===== src/hdl/opl_pkg.sv =====
// shared types, register codes and reset values for the lookahead velocity block
// no dependencies
package opl_pkg;

    localparam int unsigned CFG_W  = 31;
    localparam int unsigned DATA_W = 32;

    localparam logic [CFG_W-1:0] LOOKAHEAD_RST     = 31'd26214;
    localparam logic [CFG_W-1:0] TARGET_SPEED_RST  = 31'd13107;
    localparam logic [CFG_W-1:0] MAX_TURN_RATE_RST = 31'd65536;
    localparam logic [CFG_W-1:0] DEADBAND_RST      = 31'd1311;

    localparam logic [1:0] REG_LOOKAHEAD     = 2'd0;
    localparam logic [1:0] REG_TARGET_SPEED  = 2'd1;
    localparam logic [1:0] REG_MAX_TURN_RATE = 2'd2;
    localparam logic [1:0] REG_DEADBAND      = 2'd3;

    localparam logic [2:0] MUL_SQ_X  = 3'd0;
    localparam logic [2:0] MUL_SQ_Y  = 3'd1;
    localparam logic [2:0] MUL_SQ_L  = 3'd2;
    localparam logic [2:0] MUL_SQ_CX = 3'd3;
    localparam logic [2:0] MUL_SQ_CY = 3'd4;
    localparam logic [2:0] MUL_TS_CX = 3'd5;
    localparam logic [2:0] MUL_TS_CY = 3'd6;

    typedef struct packed {
        logic signed [DATA_W-1:0] point_x;
        logic signed [DATA_W-1:0] point_y;
        logic                     last_point;
    } point_t;

    typedef struct packed {
        logic signed [DATA_W-1:0] vel_x;
        logic signed [DATA_W-1:0] vel_y;
        logic signed [DATA_W-1:0] turn_rate;
    } vel_t;

    typedef struct packed {
        logic [CFG_W-1:0] lookahead;
        logic [CFG_W-1:0] target_speed;
        logic [CFG_W-1:0] max_turn_rate;
        logic [CFG_W-1:0] deadband;
    } cfg_t;

    typedef struct packed {
        logic       load_pt;
        logic       mul_en;
        logic [2:0] mul_sel;
        logic       acc_load;
        logic       acc_add;
        logic       test;
        logic       sqrt_init;
        logic       sqrt_step;
        logic       div_init;
        logic       div_step;
        logic       store_vx;
        logic       emit_move;
        logic       emit_turn;
    } dp_cmd_t;

    typedef struct packed {
        logic found;
        logic last;
        logic outside;
        logic out_busy;
    } dp_status_t;

endpackage


===== src/hdl/omni_pursuit_lookahead_velocity_core.sv =====
// top level of the lookahead velocity block
// depends on opl_pkg, opl_regs, opl_ctrl, opl_dp
//
// path points in the robot frame arrive on the point channel (valid/ready),
// one transaction per point, the final point of a path marked by last_point.
// the first point at or beyond the lookahead distance is kept, else the
// final point. on the final point one velocity command leaves on the vel
// channel (valid/ready).
// a point is taken as soon as it is offered once a target is held; else three
// products through the shared multiplier and a compare precede the next point.
// when the kept point lies inside the deadband a turn command follows, else a
// move command after the norm, the bit-per-cycle square root and the two
// bit-per-cycle divisions, one per axis.
// the output register holds a finished command while the receiver stalls;
// new points are still taken until the next command is due.
// reset clears the held target and loads the register defaults; the
// configuration port is apb with registers at byte offsets 0, 4, 8 and 12.
module omni_pursuit_lookahead_velocity_core
    import opl_pkg::*;
(
    input  logic        clk,
    input  logic        rst_n,
    input  logic        point_valid,
    output logic        point_ready,
    input  point_t      point_data,
    output logic        vel_valid,
    input  logic        vel_ready,
    output vel_t        vel_data,
    input  logic        psel,
    input  logic        penable,
    input  logic        pwrite,
    input  logic [3:0]  paddr,
    input  logic [31:0] pwdata,
    output logic [31:0] prdata,
    output logic        pready
);

    cfg_t       cfg;
    dp_cmd_t    cmd;
    dp_status_t status;

    opl_regs u_regs (
        .clk     (clk),
        .rst_n   (rst_n),
        .psel    (psel),
        .penable (penable),
        .pwrite  (pwrite),
        .paddr   (paddr),
        .pwdata  (pwdata),
        .prdata  (prdata),
        .pready  (pready),
        .cfg     (cfg)
    );

    opl_ctrl u_ctrl (
        .clk         (clk),
        .rst_n       (rst_n),
        .point_valid (point_valid),
        .point_last  (point_data.last_point),
        .point_ready (point_ready),
        .status      (status),
        .cmd         (cmd)
    );

    opl_dp u_dp (
        .clk        (clk),
        .rst_n      (rst_n),
        .cfg        (cfg),
        .point_data (point_data),
        .cmd        (cmd),
        .status     (status),
        .vel_valid  (vel_valid),
        .vel_ready  (vel_ready),
        .vel_data   (vel_data)
    );

endmodule


===== src/hdl/opl_regs.sv =====
// apb configuration registers: lookahead, speed, turn rate, deadband
// depends on opl_pkg
module opl_regs
    import opl_pkg::*;
(
    input  logic        clk,
    input  logic        rst_n,
    input  logic        psel,
    input  logic        penable,
    input  logic        pwrite,
    input  logic [3:0]  paddr,
    input  logic [31:0] pwdata,
    output logic [31:0] prdata,
    output logic        pready,
    output cfg_t        cfg
);

    cfg_t cfg_reg;
    logic wr_en;

    assign pready = 1'b1;
    assign wr_en  = psel && penable && pwrite;
    assign cfg    = cfg_reg;

    always_ff @(posedge clk or negedge rst_n)
    begin
        if (!rst_n)
        begin
            cfg_reg.lookahead     <= LOOKAHEAD_RST;
            cfg_reg.target_speed  <= TARGET_SPEED_RST;
            cfg_reg.max_turn_rate <= MAX_TURN_RATE_RST;
            cfg_reg.deadband      <= DEADBAND_RST;
        end
        else if (wr_en)
        begin
            unique case (paddr[3:2])
                REG_LOOKAHEAD:     cfg_reg.lookahead     <= pwdata[CFG_W-1:0];
                REG_TARGET_SPEED:  cfg_reg.target_speed  <= pwdata[CFG_W-1:0];
                REG_MAX_TURN_RATE: cfg_reg.max_turn_rate <= pwdata[CFG_W-1:0];
                REG_DEADBAND:      cfg_reg.deadband      <= pwdata[CFG_W-1:0];
                default:           cfg_reg               <= cfg_reg;
            endcase
        end
    end

    always_comb
    begin
        unique case (paddr[3:2])
            REG_LOOKAHEAD:     prdata = {1'b0, cfg_reg.lookahead};
            REG_TARGET_SPEED:  prdata = {1'b0, cfg_reg.target_speed};
            REG_MAX_TURN_RATE: prdata = {1'b0, cfg_reg.max_turn_rate};
            REG_DEADBAND:      prdata = {1'b0, cfg_reg.deadband};
            default:           prdata = 32'd0;
        endcase
    end

endmodule


===== src/hdl/opl_ctrl.sv =====
// sequencer for point test, square root, division and result hand-off
// depends on opl_pkg
module opl_ctrl
    import opl_pkg::*;
(
    input  logic       clk,
    input  logic       rst_n,
    input  logic       point_valid,
    input  logic       point_last,
    output logic       point_ready,
    input  dp_status_t status,
    output dp_cmd_t    cmd
);

    localparam logic [4:0] S_IDLE      = 5'd0;
    localparam logic [4:0] S_SQX       = 5'd1;
    localparam logic [4:0] S_SQY       = 5'd2;
    localparam logic [4:0] S_SQL       = 5'd3;
    localparam logic [4:0] S_TEST      = 5'd4;
    localparam logic [4:0] S_DB        = 5'd5;
    localparam logic [4:0] S_NX        = 5'd6;
    localparam logic [4:0] S_NY        = 5'd7;
    localparam logic [4:0] S_NSUM      = 5'd8;
    localparam logic [4:0] S_SQRT_INIT = 5'd9;
    localparam logic [4:0] S_SQRT      = 5'd10;
    localparam logic [4:0] S_MX        = 5'd11;
    localparam logic [4:0] S_DIVX_INIT = 5'd12;
    localparam logic [4:0] S_DIVX      = 5'd13;
    localparam logic [4:0] S_STX       = 5'd14;
    localparam logic [4:0] S_MY        = 5'd15;
    localparam logic [4:0] S_DIVY_INIT = 5'd16;
    localparam logic [4:0] S_DIVY      = 5'd17;
    localparam logic [4:0] S_EMIT_MOVE = 5'd18;
    localparam logic [4:0] S_EMIT_TURN = 5'd19;

    localparam logic [5:0] SQRT_LAST = 6'd31;
    localparam logic [5:0] DIV_LAST  = 6'd63;

    logic [4:0] state_reg, state_next;
    logic [5:0] cnt_reg, cnt_next;

    assign point_ready = (state_reg == S_IDLE);

    always_ff @(posedge clk or negedge rst_n)
    begin
        if (!rst_n)
        begin
            state_reg <= S_IDLE;
            cnt_reg   <= '0;
        end
        else
        begin
            state_reg <= state_next;
            cnt_reg   <= cnt_next;
        end
    end

    always_comb
    begin
        state_next = state_reg;
        cnt_next   = cnt_reg;
        cmd        = '0;
        cmd.mul_sel = MUL_SQ_X;
        unique case (state_reg)
            S_IDLE:
            begin
                if (point_valid)
                begin
                    cmd.load_pt = 1'b1;
                    if (!status.found)
                        state_next = S_SQX;
                    else if (point_last)
                        state_next = S_DB;
                end
            end
            S_SQX:
            begin
                cmd.mul_en  = 1'b1;
                cmd.mul_sel = MUL_SQ_X;
                state_next  = S_SQY;
            end
            S_SQY:
            begin
                cmd.mul_en   = 1'b1;
                cmd.mul_sel  = MUL_SQ_Y;
                cmd.acc_load = 1'b1;
                state_next   = S_SQL;
            end
            S_SQL:
            begin
                cmd.mul_en  = 1'b1;
                cmd.mul_sel = MUL_SQ_L;
                cmd.acc_add = 1'b1;
                state_next  = S_TEST;
            end
            S_TEST:
            begin
                cmd.test   = 1'b1;
                state_next = status.last ? S_DB : S_IDLE;
            end
            S_DB:
                state_next = status.outside ? S_NX : S_EMIT_TURN;
            S_NX:
            begin
                cmd.mul_en  = 1'b1;
                cmd.mul_sel = MUL_SQ_CX;
                state_next  = S_NY;
            end
            S_NY:
            begin
                cmd.mul_en   = 1'b1;
                cmd.mul_sel  = MUL_SQ_CY;
                cmd.acc_load = 1'b1;
                state_next   = S_NSUM;
            end
            S_NSUM:
            begin
                cmd.acc_add = 1'b1;
                state_next  = S_SQRT_INIT;
            end
            S_SQRT_INIT:
            begin
                cmd.sqrt_init = 1'b1;
                cnt_next      = '0;
                state_next    = S_SQRT;
            end
            S_SQRT:
            begin
                cmd.sqrt_step = 1'b1;
                cnt_next      = cnt_reg + 6'd1;
                if (cnt_reg == SQRT_LAST)
                    state_next = S_MX;
            end
            S_MX:
            begin
                cmd.mul_en  = 1'b1;
                cmd.mul_sel = MUL_TS_CX;
                state_next  = S_DIVX_INIT;
            end
            S_DIVX_INIT:
            begin
                cmd.div_init = 1'b1;
                cnt_next     = '0;
                state_next   = S_DIVX;
            end
            S_DIVX:
            begin
                cmd.div_step = 1'b1;
                cnt_next     = cnt_reg + 6'd1;
                if (cnt_reg == DIV_LAST)
                    state_next = S_STX;
            end
            S_STX:
            begin
                cmd.store_vx = 1'b1;
                state_next   = S_MY;
            end
            S_MY:
            begin
                cmd.mul_en  = 1'b1;
                cmd.mul_sel = MUL_TS_CY;
                state_next  = S_DIVY_INIT;
            end
            S_DIVY_INIT:
            begin
                cmd.div_init = 1'b1;
                cnt_next     = '0;
                state_next   = S_DIVY;
            end
            S_DIVY:
            begin
                cmd.div_step = 1'b1;
                cnt_next     = cnt_reg + 6'd1;
                if (cnt_reg == DIV_LAST)
                    state_next = S_EMIT_MOVE;
            end
            S_EMIT_MOVE:
            begin
                if (!status.out_busy)
                begin
                    cmd.emit_move = 1'b1;
                    state_next    = S_IDLE;
                end
            end
            S_EMIT_TURN:
            begin
                if (!status.out_busy)
                begin
                    cmd.emit_turn = 1'b1;
                    state_next    = S_IDLE;
                end
            end
            default:
                state_next = S_IDLE;
        endcase
    end

endmodule


===== src/hdl/opl_dp.sv =====
// datapath: point registers, shared multiplier, square root and divider units,
// output register; depends on opl_pkg
module opl_dp
    import opl_pkg::*;
(
    input  logic       clk,
    input  logic       rst_n,
    input  cfg_t       cfg,
    input  point_t     point_data,
    input  dp_cmd_t    cmd,
    output dp_status_t status,
    output logic       vel_valid,
    input  logic       vel_ready,
    output vel_t       vel_data
);

    logic signed [DATA_W-1:0] px_reg, py_reg;
    logic                     last_reg;
    logic signed [DATA_W-1:0] cx_reg, cy_reg;
    logic                     found_reg;

    logic [DATA_W-1:0]   mul_a, mul_b;
    logic [2*DATA_W-1:0] prod_reg, acc_reg;

    logic [2*DATA_W-1:0] rad_reg;
    logic [DATA_W+2:0]   srem_reg, srem_shift, srem_trial;
    logic [DATA_W-1:0]   root_reg;
    logic                sqrt_ge;

    logic [2*DATA_W-1:0] num_reg;
    logic [DATA_W:0]     drem_reg, drem_shift;
    logic [DATA_W-1:0]   quo_reg, divisor;
    logic                div_ge;

    logic signed [DATA_W-1:0] vx_reg, vx_next, vy_next;
    vel_t out_reg;
    logic out_valid_reg;

    logic [DATA_W-1:0] mag_px, mag_py, mag_cx, mag_cy;

    function automatic logic [DATA_W-1:0] mag(input logic signed [DATA_W-1:0] v);
        mag = v[DATA_W-1] ? DATA_W'(-v) : DATA_W'(v);
    endfunction

    assign mag_px = mag(px_reg);
    assign mag_py = mag(py_reg);
    assign mag_cx = mag(cx_reg);
    assign mag_cy = mag(cy_reg);

    always_comb
    begin
        case (cmd.mul_sel)
            MUL_SQ_X:
            begin
                mul_a = mag_px;
                mul_b = mag_px;
            end
            MUL_SQ_Y:
            begin
                mul_a = mag_py;
                mul_b = mag_py;
            end
            MUL_SQ_L:
            begin
                mul_a = {1'b0, cfg.lookahead};
                mul_b = {1'b0, cfg.lookahead};
            end
            MUL_SQ_CX:
            begin
                mul_a = mag_cx;
                mul_b = mag_cx;
            end
            MUL_SQ_CY:
            begin
                mul_a = mag_cy;
                mul_b = mag_cy;
            end
            MUL_TS_CX:
            begin
                mul_a = {1'b0, cfg.target_speed};
                mul_b = mag_cx;
            end
            MUL_TS_CY:
            begin
                mul_a = {1'b0, cfg.target_speed};
                mul_b = mag_cy;
            end
            default:
            begin
                mul_a = '0;
                mul_b = '0;
            end
        endcase
    end

    // one result bit per step
    assign srem_shift = {srem_reg[DATA_W:0], rad_reg[2*DATA_W-1 -: 2]};
    assign srem_trial = {1'b0, root_reg, 2'b01};
    assign sqrt_ge    = (srem_shift >= srem_trial);

    assign divisor    = (root_reg == '0) ? DATA_W'(1) : root_reg;
    assign drem_shift = {drem_reg[DATA_W-1:0], num_reg[2*DATA_W-1]};
    assign div_ge     = (drem_shift >= {1'b0, divisor});

    assign vx_next = cx_reg[DATA_W-1] ? -$signed(quo_reg) : $signed(quo_reg);
    assign vy_next = cy_reg[DATA_W-1] ? -$signed(quo_reg) : $signed(quo_reg);

    assign status.found    = found_reg;
    assign status.last     = last_reg;
    assign status.outside  = (mag_cx > {1'b0, cfg.deadband}) || (mag_cy > {1'b0, cfg.deadband});
    assign status.out_busy = out_valid_reg && !vel_ready;

    assign vel_valid = out_valid_reg;
    assign vel_data  = out_reg;

    always_ff @(posedge clk or negedge rst_n)
    begin
        if (!rst_n)
        begin
            found_reg     <= 1'b0;
            cx_reg        <= '0;
            cy_reg        <= '0;
            out_valid_reg <= 1'b0;
        end
        else
        begin
            if (cmd.test)
            begin
                found_reg <= (acc_reg >= prod_reg);
                cx_reg    <= px_reg;
                cy_reg    <= py_reg;
            end
            else if (cmd.emit_move || cmd.emit_turn)
            begin
                found_reg <= 1'b0;
                cx_reg    <= '0;
                cy_reg    <= '0;
            end
            if (cmd.emit_move || cmd.emit_turn)
                out_valid_reg <= 1'b1;
            else if (vel_ready)
                out_valid_reg <= 1'b0;
        end
    end

    always_ff @(posedge clk)
    begin
        if (cmd.load_pt)
        begin
            px_reg   <= point_data.point_x;
            py_reg   <= point_data.point_y;
            last_reg <= point_data.last_point;
        end
        if (cmd.mul_en)
            prod_reg <= mul_a * mul_b;
        if (cmd.acc_load)
            acc_reg <= prod_reg;
        else if (cmd.acc_add)
            acc_reg <= acc_reg + prod_reg;

        if (cmd.sqrt_init)
        begin
            rad_reg  <= acc_reg;
            srem_reg <= '0;
            root_reg <= '0;
        end
        else if (cmd.sqrt_step)
        begin
            rad_reg <= {rad_reg[2*DATA_W-3:0], 2'b00};
            if (sqrt_ge)
            begin
                srem_reg <= srem_shift - srem_trial;
                root_reg <= {root_reg[DATA_W-2:0], 1'b1};
            end
            else
            begin
                srem_reg <= srem_shift;
                root_reg <= {root_reg[DATA_W-2:0], 1'b0};
            end
        end

        if (cmd.div_init)
        begin
            num_reg  <= prod_reg + {{(DATA_W+1){1'b0}}, divisor[DATA_W-1:1]};
            drem_reg <= '0;
            quo_reg  <= '0;
        end
        else if (cmd.div_step)
        begin
            num_reg <= {num_reg[2*DATA_W-2:0], 1'b0};
            if (div_ge)
            begin
                drem_reg <= drem_shift - {1'b0, divisor};
                quo_reg  <= {quo_reg[DATA_W-2:0], 1'b1};
            end
            else
            begin
                drem_reg <= drem_shift;
                quo_reg  <= {quo_reg[DATA_W-2:0], 1'b0};
            end
        end

        if (cmd.store_vx)
            vx_reg <= vx_next;

        if (cmd.emit_move)
        begin
            out_reg.vel_x     <= vx_reg;
            out_reg.vel_y     <= vy_next;
            out_reg.turn_rate <= '0;
        end
        else if (cmd.emit_turn)
        begin
            out_reg.vel_x     <= '0;
            out_reg.vel_y     <= '0;
            out_reg.turn_rate <= $signed({1'b0, cfg.max_turn_rate});
        end
    end

endmodule


===== config.mk =====
export PLATFORM = sky130hd
export DESIGN_NAME = omni_pursuit_lookahead_velocity_core
export DESIGN_NICKNAME = d
export VERILOG_FILES = /design/src/hdl/opl_pkg.sv /design/src/hdl/omni_pursuit_lookahead_velocity_core.sv /design/src/hdl/opl_regs.sv /design/src/hdl/opl_ctrl.sv /design/src/hdl/opl_dp.sv
export SDC_FILE = /design/constraint.sdc
export NUM_CORES = 2
export LEC_CHECK = 0
export ABC_AREA = 1
export BUFFER_PORTS_ARGS = -buffer_cell sky130_fd_sc_hd__buf_2
export CAP_MARGIN = 5
export CORE_MARGIN = 2
export CORE_UTILIZATION = 40
export DETAILED_ROUTE_END_ITERATION = 7
export GPL_TIMING_DRIVEN = 0
export PLACE_DENSITY_LB_ADDON = 0.12
export SYNTH_ARGS = -nofsm -noshare
export SYNTH_HDL_FRONTEND = slang
export SYNTH_SLANG_ARGS = --single-unit
export TNS_END_PERCENT = 30

===== constraint.sdc =====
create_clock -name clk -period 9.4 [get_ports clk]
set_input_delay 1.41 -clock clk [delete_from_list [all_inputs] [get_ports clk]]
set_output_delay 1.41 -clock clk [all_outputs]
set_load 0.01 [all_outputs]

==> Yosys cells after proc, flatten, opt, wreduce, memory -nomap -nowiden <==
Cells that the tools add are included.
{ "word_totals": {"regBits": 778, "in_bits": 108, "out_inout_bits": 131, "wordCells": 163} }
{ "op_classes": {"add_sub_neg": 10, "multipliers": 1, "magnitude_cmp": 5, "eq_ne": 36, "mux": 54, "n_reduce_logical": 32} }
{ "ops": {"columns": ["op", "n"], "rows": [
  ["2-to-1 mux 64 bit", 6],
  ["2-to-1 mux 32 bit", 11],
  ["2-to-1 mux 96 bit", 2],
  ["case mux 32 bit (6 select lines)", 1],
  ["negator 32 bit", 5],
  ["case mux 32 bit (5 select lines)", 1],
  ["case mux 32 bit (4 select lines)", 1],
  ["case mux 5 bit (19 select lines)", 1],
  ["adder 64 x 31 -> 64 bit", 1],
  ["adder 64 bit", 1],
  ["greater-or-equal comparator 64 bit", 1],
  ["> comparator 32 x 31 -> 1 bit", 2],
  ["multiplier 32 x 32 -> 64 bit", 1],
  ["== test 5 x 4 -> 1 bit (second input constant)", 8],
  ["2-to-1 mux 5 bit", 8],
  ["greater-or-equal comparator 35 x 34 -> 1 bit", 1],
  ["greater-or-equal comparator 33 x 32 -> 1 bit", 1],
  ["2-to-1 mux 33 bit", 1],
  ["subtractor 33 bit", 1],
  ["logical NOT 32 bit", 1],
  ["subtractor 32 bit", 1],
  ["case mux 4 bit (7 select lines)", 1],
  ["== test 5 x 3 -> 1 bit (second input constant)", 4],
  ["== test 5 bit (second input constant)", 4],
  ["27 further kinds", 73]
]} }

==> Logic depth before layout (Yosys ltp) <==
{ "logic_depth": {"depth_word": 7, "ltp_mapped": 44, "depth_no_buf": 43} }

==> Hierarchy <==
A second synthesis with hierarchy kept.
{ "unflattened": {"hier_cells": 11895, "area_unflattened_um2": 87103.5} }
{ "by_module_without_submodules": {"columns": ["mod", "n_inst", "cells_each", "area_per_inst_um2", "seq_area_each_um2"], "rows": [
  ["opl_dp", 1, 11010, 80388.3, 17376.7],
  ["opl_regs", 1, 724, 5706.7, 3133.0],
  ["opl_ctrl", 1, 161, 1008.5, 275.3]
]} }

==> Worst setup path before layout <==
Ideal clock, no wire load.
{ "synth_path": {"kind": "flip-flop to flip-flop", "startpoint": "register u_dp.px_reg[0]", "endpoint": "register u_dp.prod_reg[56], data pin", "setup_ps": 253, "t_arrival_ps": 7494, "required_ps": 9147, "path_slack_ps": 1654, "stages_incl_launch_ff": 39, "n_path_buf": 1, "period_less_slack_ps": 7746, "path_cell_list": "edfxtp_1 > inv_1 > ha_1 > nand3_1 > nor2_2 > nand2_1 > o21ai_0 > nand2_1 > nand2_1 > nand3_1 > nand2_1 > inv_2 > nand2_2 > buf_2 > nand2_1 > fa_1 > inv_1 > fa_1 > [3 not listed] > inv_1 > fa_1 > fa_1 > fa_1 > inv_1 > fa_1 > inv_1 > ha_1 > nand2_1 > nor2_1 > inv_1 > nor2_1 > inv_1 > nor2_1 > nand3_1 > or2_2 > nand4_1 > nand2_1"} }
{ "synth_via": {"elab_chain_cells": 4, "word_cells_on_any_way": 5, "classes_between": "1 x add/sub; 1 x mul; 3 x mux"} }
{ "synth_lines": {"columns": ["element", "line", "source"], "rows": [
  ["start: declaration", "opl_dp.sv:17", "logic signed [DATA_W-1:0] px_reg, py_reg;"],
  ["start signal: assignment", "opl_dp.sv:150", "px_reg <= point_data.point_x;"],
  ["negator 32 bit", "opl_dp.sv:42", "mag = v[DATA_W-1] ? DATA_W'(-v) : DATA_W'(v);"],
  ["2-to-1 mux 32 bit (*)", "opl_dp.sv:42", null],
  ["case mux 32 bit (6 select lines) / case mux 32 bit (5 select lines) (equally long branches)", "opl_dp.sv:52", "case (cmd.mul_sel)"],
  ["multiplier 32 x 32 -> 64 bit (*)", "opl_dp.sv:155", "prod_reg <= mul_a * mul_b;"],
  ["end signal: assignment", "opl_dp.sv:155", null],
  ["end: declaration", "opl_dp.sv:23", "logic [2*DATA_W-1:0] prod_reg, acc_reg;"]
]} }
Mark *: on every way between the ends. The rest lies on a longest branch, timed or not.
A chain may end at the register's enable or synchronous reset.

==> Worst setup path after layout <==
{ "layout_path": {"startpoint": "register u_dp.cx_reg[0]", "endpoint": "register u_dp.prod_reg[60], data pin"} }
{ "layout_via": {"elab_chain_cells": 4, "word_cells_on_any_way": 5, "classes_between": "1 x add/sub; 1 x mul; 3 x mux"} }
{ "layout_lines": {"columns": ["element", "line", "source"], "rows": [
  ["start: declaration", "opl_dp.sv:19", "logic signed [DATA_W-1:0] cx_reg, cy_reg;"],
  ["start signal: assignment", "opl_dp.sv:130", "cx_reg <= px_reg;"],
  ["negator 32 bit", "opl_dp.sv:42", null],
  ["2-to-1 mux 32 bit (*)", "opl_dp.sv:42", null],
  ["case mux 32 bit (6 select lines) / case mux 32 bit (5 select lines) (equally long branches)", "opl_dp.sv:52", null],
  ["multiplier 32 x 32 -> 64 bit (*)", "opl_dp.sv:155", null]
]} }
Marked as above.

==> out/metrics.csv <==
stage,metric,value,unit
floorplan,die width,468,um
yosys,Synth async-reset ratio,25.8,%
yosys,Yosys top cell by area,fa_1,
timing,Setup WS post-layout,0.00497,ns
floorplan,Die H,468,um
floorplan,Initial Util,40.2,%
floorplan,die area,219000,um^2
drt,Initial DRT Pass Iterations,6,
drt,final WL,400000,um
timing,RSZ-0062 raised after global routing,true,
place,PortBufs,232,
timing,part of the cycle the worst path needs,99.9,%
global_route,vias in the first global route,80700,
global_route,met2 track demand over resource,57.2,%
yosys,register area share after synthesis,24.1,%
yosys,Synth area leaders,"fa_1 21%, edfxtp_1 15%, nand2_1 12%",
timing,"Hold Vio Cnt, Final",0,
yosys,top cell type's share of synthesized area,20.9,%
global_route,initial antenna violation count,19,
setup_path,crit-path max cell delay,0.74,ns
job,MaxCap Viol Count,0,
drt,drt drc,0,
place,DP Wirelength,331000,um
global_route,GRT busiest layer,met2,
global_route,gr usage total,36.1,%
place,dpl ws,-1.64,ns
drt,via count,81200,
drt,Antenna Nets Post-Route,0,
drt,wire per inst,27.0,um
setup_path,WS Path Type,flop to flop,
place,GP Congestion,1.03,
timing,Max Fclk,106,MHz
floorplan,IO Count,239,
timing,final worst path period need,9.40,ns
yosys,Mapped Cells,11400,
yosys,"EDFF count, synth",417,
timing,max-slew violations,0,
timing,Tightest Pin Transition,1.37,ns
timing,worst clock skew,0.0644,ns
timing,Slew Limit Headroom,7.78,%
yosys,synth unique cells,73,
setup_path,Crit. End Element,flop,
clocking,TritonCTS Buffers,93,
finish,fin util,45.3,%
clocking,clk_lat worst skew,0.78,ns
setup_path,"Max FO, Critical Path",10,
global_route,first-pass GRT wire length,568000,um
finish,max reg flops,124,
status,outcome,"finished, final reports clean",
place,Post-Place Cell Area,91300,um^2
setup_path,CP max-delay cell,fa_1,
global_route,grt met1 use,45.7,%
floorplan,core area,214000,um^2
finish,number of fillers in the final layout,22200,
yosys,Main synth FF type,edfxtp_1,
global_route,grt ovf,0,
setup_path,CP most frequent cell,nand2_1,
yosys,Synth Warn #,0,
clocking,Post-CTS Hold Buffers,0,
drt,1st-iter DRT viols,7941,
finish,synth-to-layout area growth,12.6,%
timing,final setup fails,0,
worst_hold_path,worst hold-check path type,flop to flop,
floorplan,# rows,170,
clocking,CTS root buf,clkbuf_16,
yosys,synthesized cell area,86200,um^2
drt,Via density,5.49,
yosys,post-synthesis register bit count,778,
setup_path,CP arrival,9.88,ns
finish,Finished Cell Area,97100,um^2
global_route,met3 GRT Util,7.22,%
clocking,"Reg clk slew, reported paths",0.06,ns
global_route,largest net degree at the start of global routing,105,
clocking,Clock Sink Count,778,
clocking,H-Tree Depth,3,
yosys,Post-Syn Area per Cell,7.54,um^2
setup_path,CP required,9.89,ns
finish,share of post-route cells with drive strength above 1,9.36,%
clocking,CTS tree,built,
setup_path,Setup crit start kind,flop,
clocking,Clock Path Buffers,3,
finish,nets@finish,13400,
routing by layer:
layer | vias up | wire length [um]
li1 | 36700 | -
met1 | 40000 | 160000
met2 | 3589 | 179000
met3 | 983 | 32000
met4 | 12 | 28800
met5 | - | 139
logic make-up after synthesis:
kind of cell    share of synthesized area (%)
simple gates                             23.7
fa+ha+maj                                28.9
compound gates                           9.39
mux                                     0.131
flops                                    24.1
xor+xnor                                 1.95
other cells                           0.00871
buf+inv                                  11.8
area by class of cell:
| type | instances | area [um^2] | area share, % |
|---|---|---|---|
| diodes | 11 | 27.5 | 0.0284 |
| plain buffers | 398 | 2370 | 2.44 |
| clock buffers | 116 | 2480 | 2.56 |
| clock inverters | 56 | 593 | 0.611 |
| inverters | 2183 | 8270 | 8.52 |
| multi-input cells | 8090 | 56700 | 58.5 |
| flip-flops and latches | 778 | 20800 | 21.4 |
| well taps | 2838 | 3550 | 3.66 |
| repair buffers | 336 | 2240 | 2.31 |
through the flow:
step | TNS [ns] | std cells | hold WS (ns)
floorplan | 0 | 11500 | 0.430
global placement | -52.26 | 14500 | 0.447
finish | 0 | 14800 | 0.456
detailed placement | -52.37 | 14500 | 0.452
CTS | 0 | 14800 | 0.464
global route | -0.154 | 14800 | 0.485
synth_stat cells, types with 24 or more instances:
cell	instances
a21oi_1	566
dfrtp_1	177
nor2_2	28
o21ai_1	27
nor2_1	1290
o211ai_1	24
nand3_1	550
nand4_1	147
buf_2	174
edfxtp_1	417
ha_1	555
a31oi_1	27
inv_2	38
o21bai_1	37
nor3_1	107
dfxtp_1	160
inv_1	2140
dfstp_2	24
buf_4	27
o2111ai_1	30
fa_1	899
clkbuf_1	165
o21ai_0	563
xnor2_1	32
xor2_1	156
nor4_1	41
nand2_1	2660
o22ai_1	117
timing repair:
action,4_1_cts,5_1_grt
endpoints found under the setup margin,49,43
pin swaps,29,36
resized for setup,222,270
buffers inserted,55,34
endpoints found under the hold margin,0,0
cell usage in the layout, fill, tap and decap left out, types with 30 or more instances in the layout:
cell	synthesis	routed
xnor2_1	32	32
buf_4	27	126
buf_2	174	328
fa_1	899	894
nor4_1	41	38
xor2_1	156	128
nor2_4	23	56
clkbuf_16	0	94
buf_6	17	42
clkbuf_1	165	170
inv_2	38	37
clkbuf_4	0	30
o21bai_1	37	36
a21oi_1	566	537
dfrtp_1	177	177
nand2_1	2660	2642
o21ai_1	27	31
o22ai_1	117	117
nor2_1	1290	1247
o21ai_0	563	547
dfxtp_1	160	160
ha_1	555	530
nand3_1	550	528
nor2_2	28	38
nor3_1	107	100
inv_1	2140	2126
nand4_1	147	147
o2111ai_1	30	30
edfxtp_1	417	417
path summary, 6_finish.rpt:
check                                                from                        endpoint  slack [ns]  depth (start not counted)
min in group asynchronous                           rst_n      u_dp.cy_reg[7]$_DFFE_PN0P_        0.70                          1
hold / removal             u_dp.srem_reg[31]$_SDFFE_PP0P_  u_dp.srem_reg[31]$_SDFFE_PP0P_        0.46                          2
setup / recovery               u_dp.cx_reg[0]$_DFFE_PN0P_     u_dp.prod_reg[60]$_DFFE_PN_       0.005                         36
max in group asynchronous                           rst_n       u_regs.cfg[3]$_DFFE_PN1P_        7.59                          2
hold reg to reg            u_dp.srem_reg[31]$_SDFFE_PP0P_  u_dp.srem_reg[31]$_SDFFE_PP0P_        0.46                          2
setup reg to reg               u_dp.cx_reg[0]$_DFFE_PN0P_     u_dp.prod_reg[60]$_DFFE_PN_       0.005                         36
critical path: cells and delay by family, from the launching register on:
family	cells	cell delay [ns]
xor+xnor	1	0.19
simple gates	14	2.07
compound gates	4	1.28
flops	1	0.40
fa+ha+maj	10	4.30
buf+inv	7	0.91
Power is not shown: default switching activity piles up to over one toggle a cycle in this logic, so the estimate is an artifact.
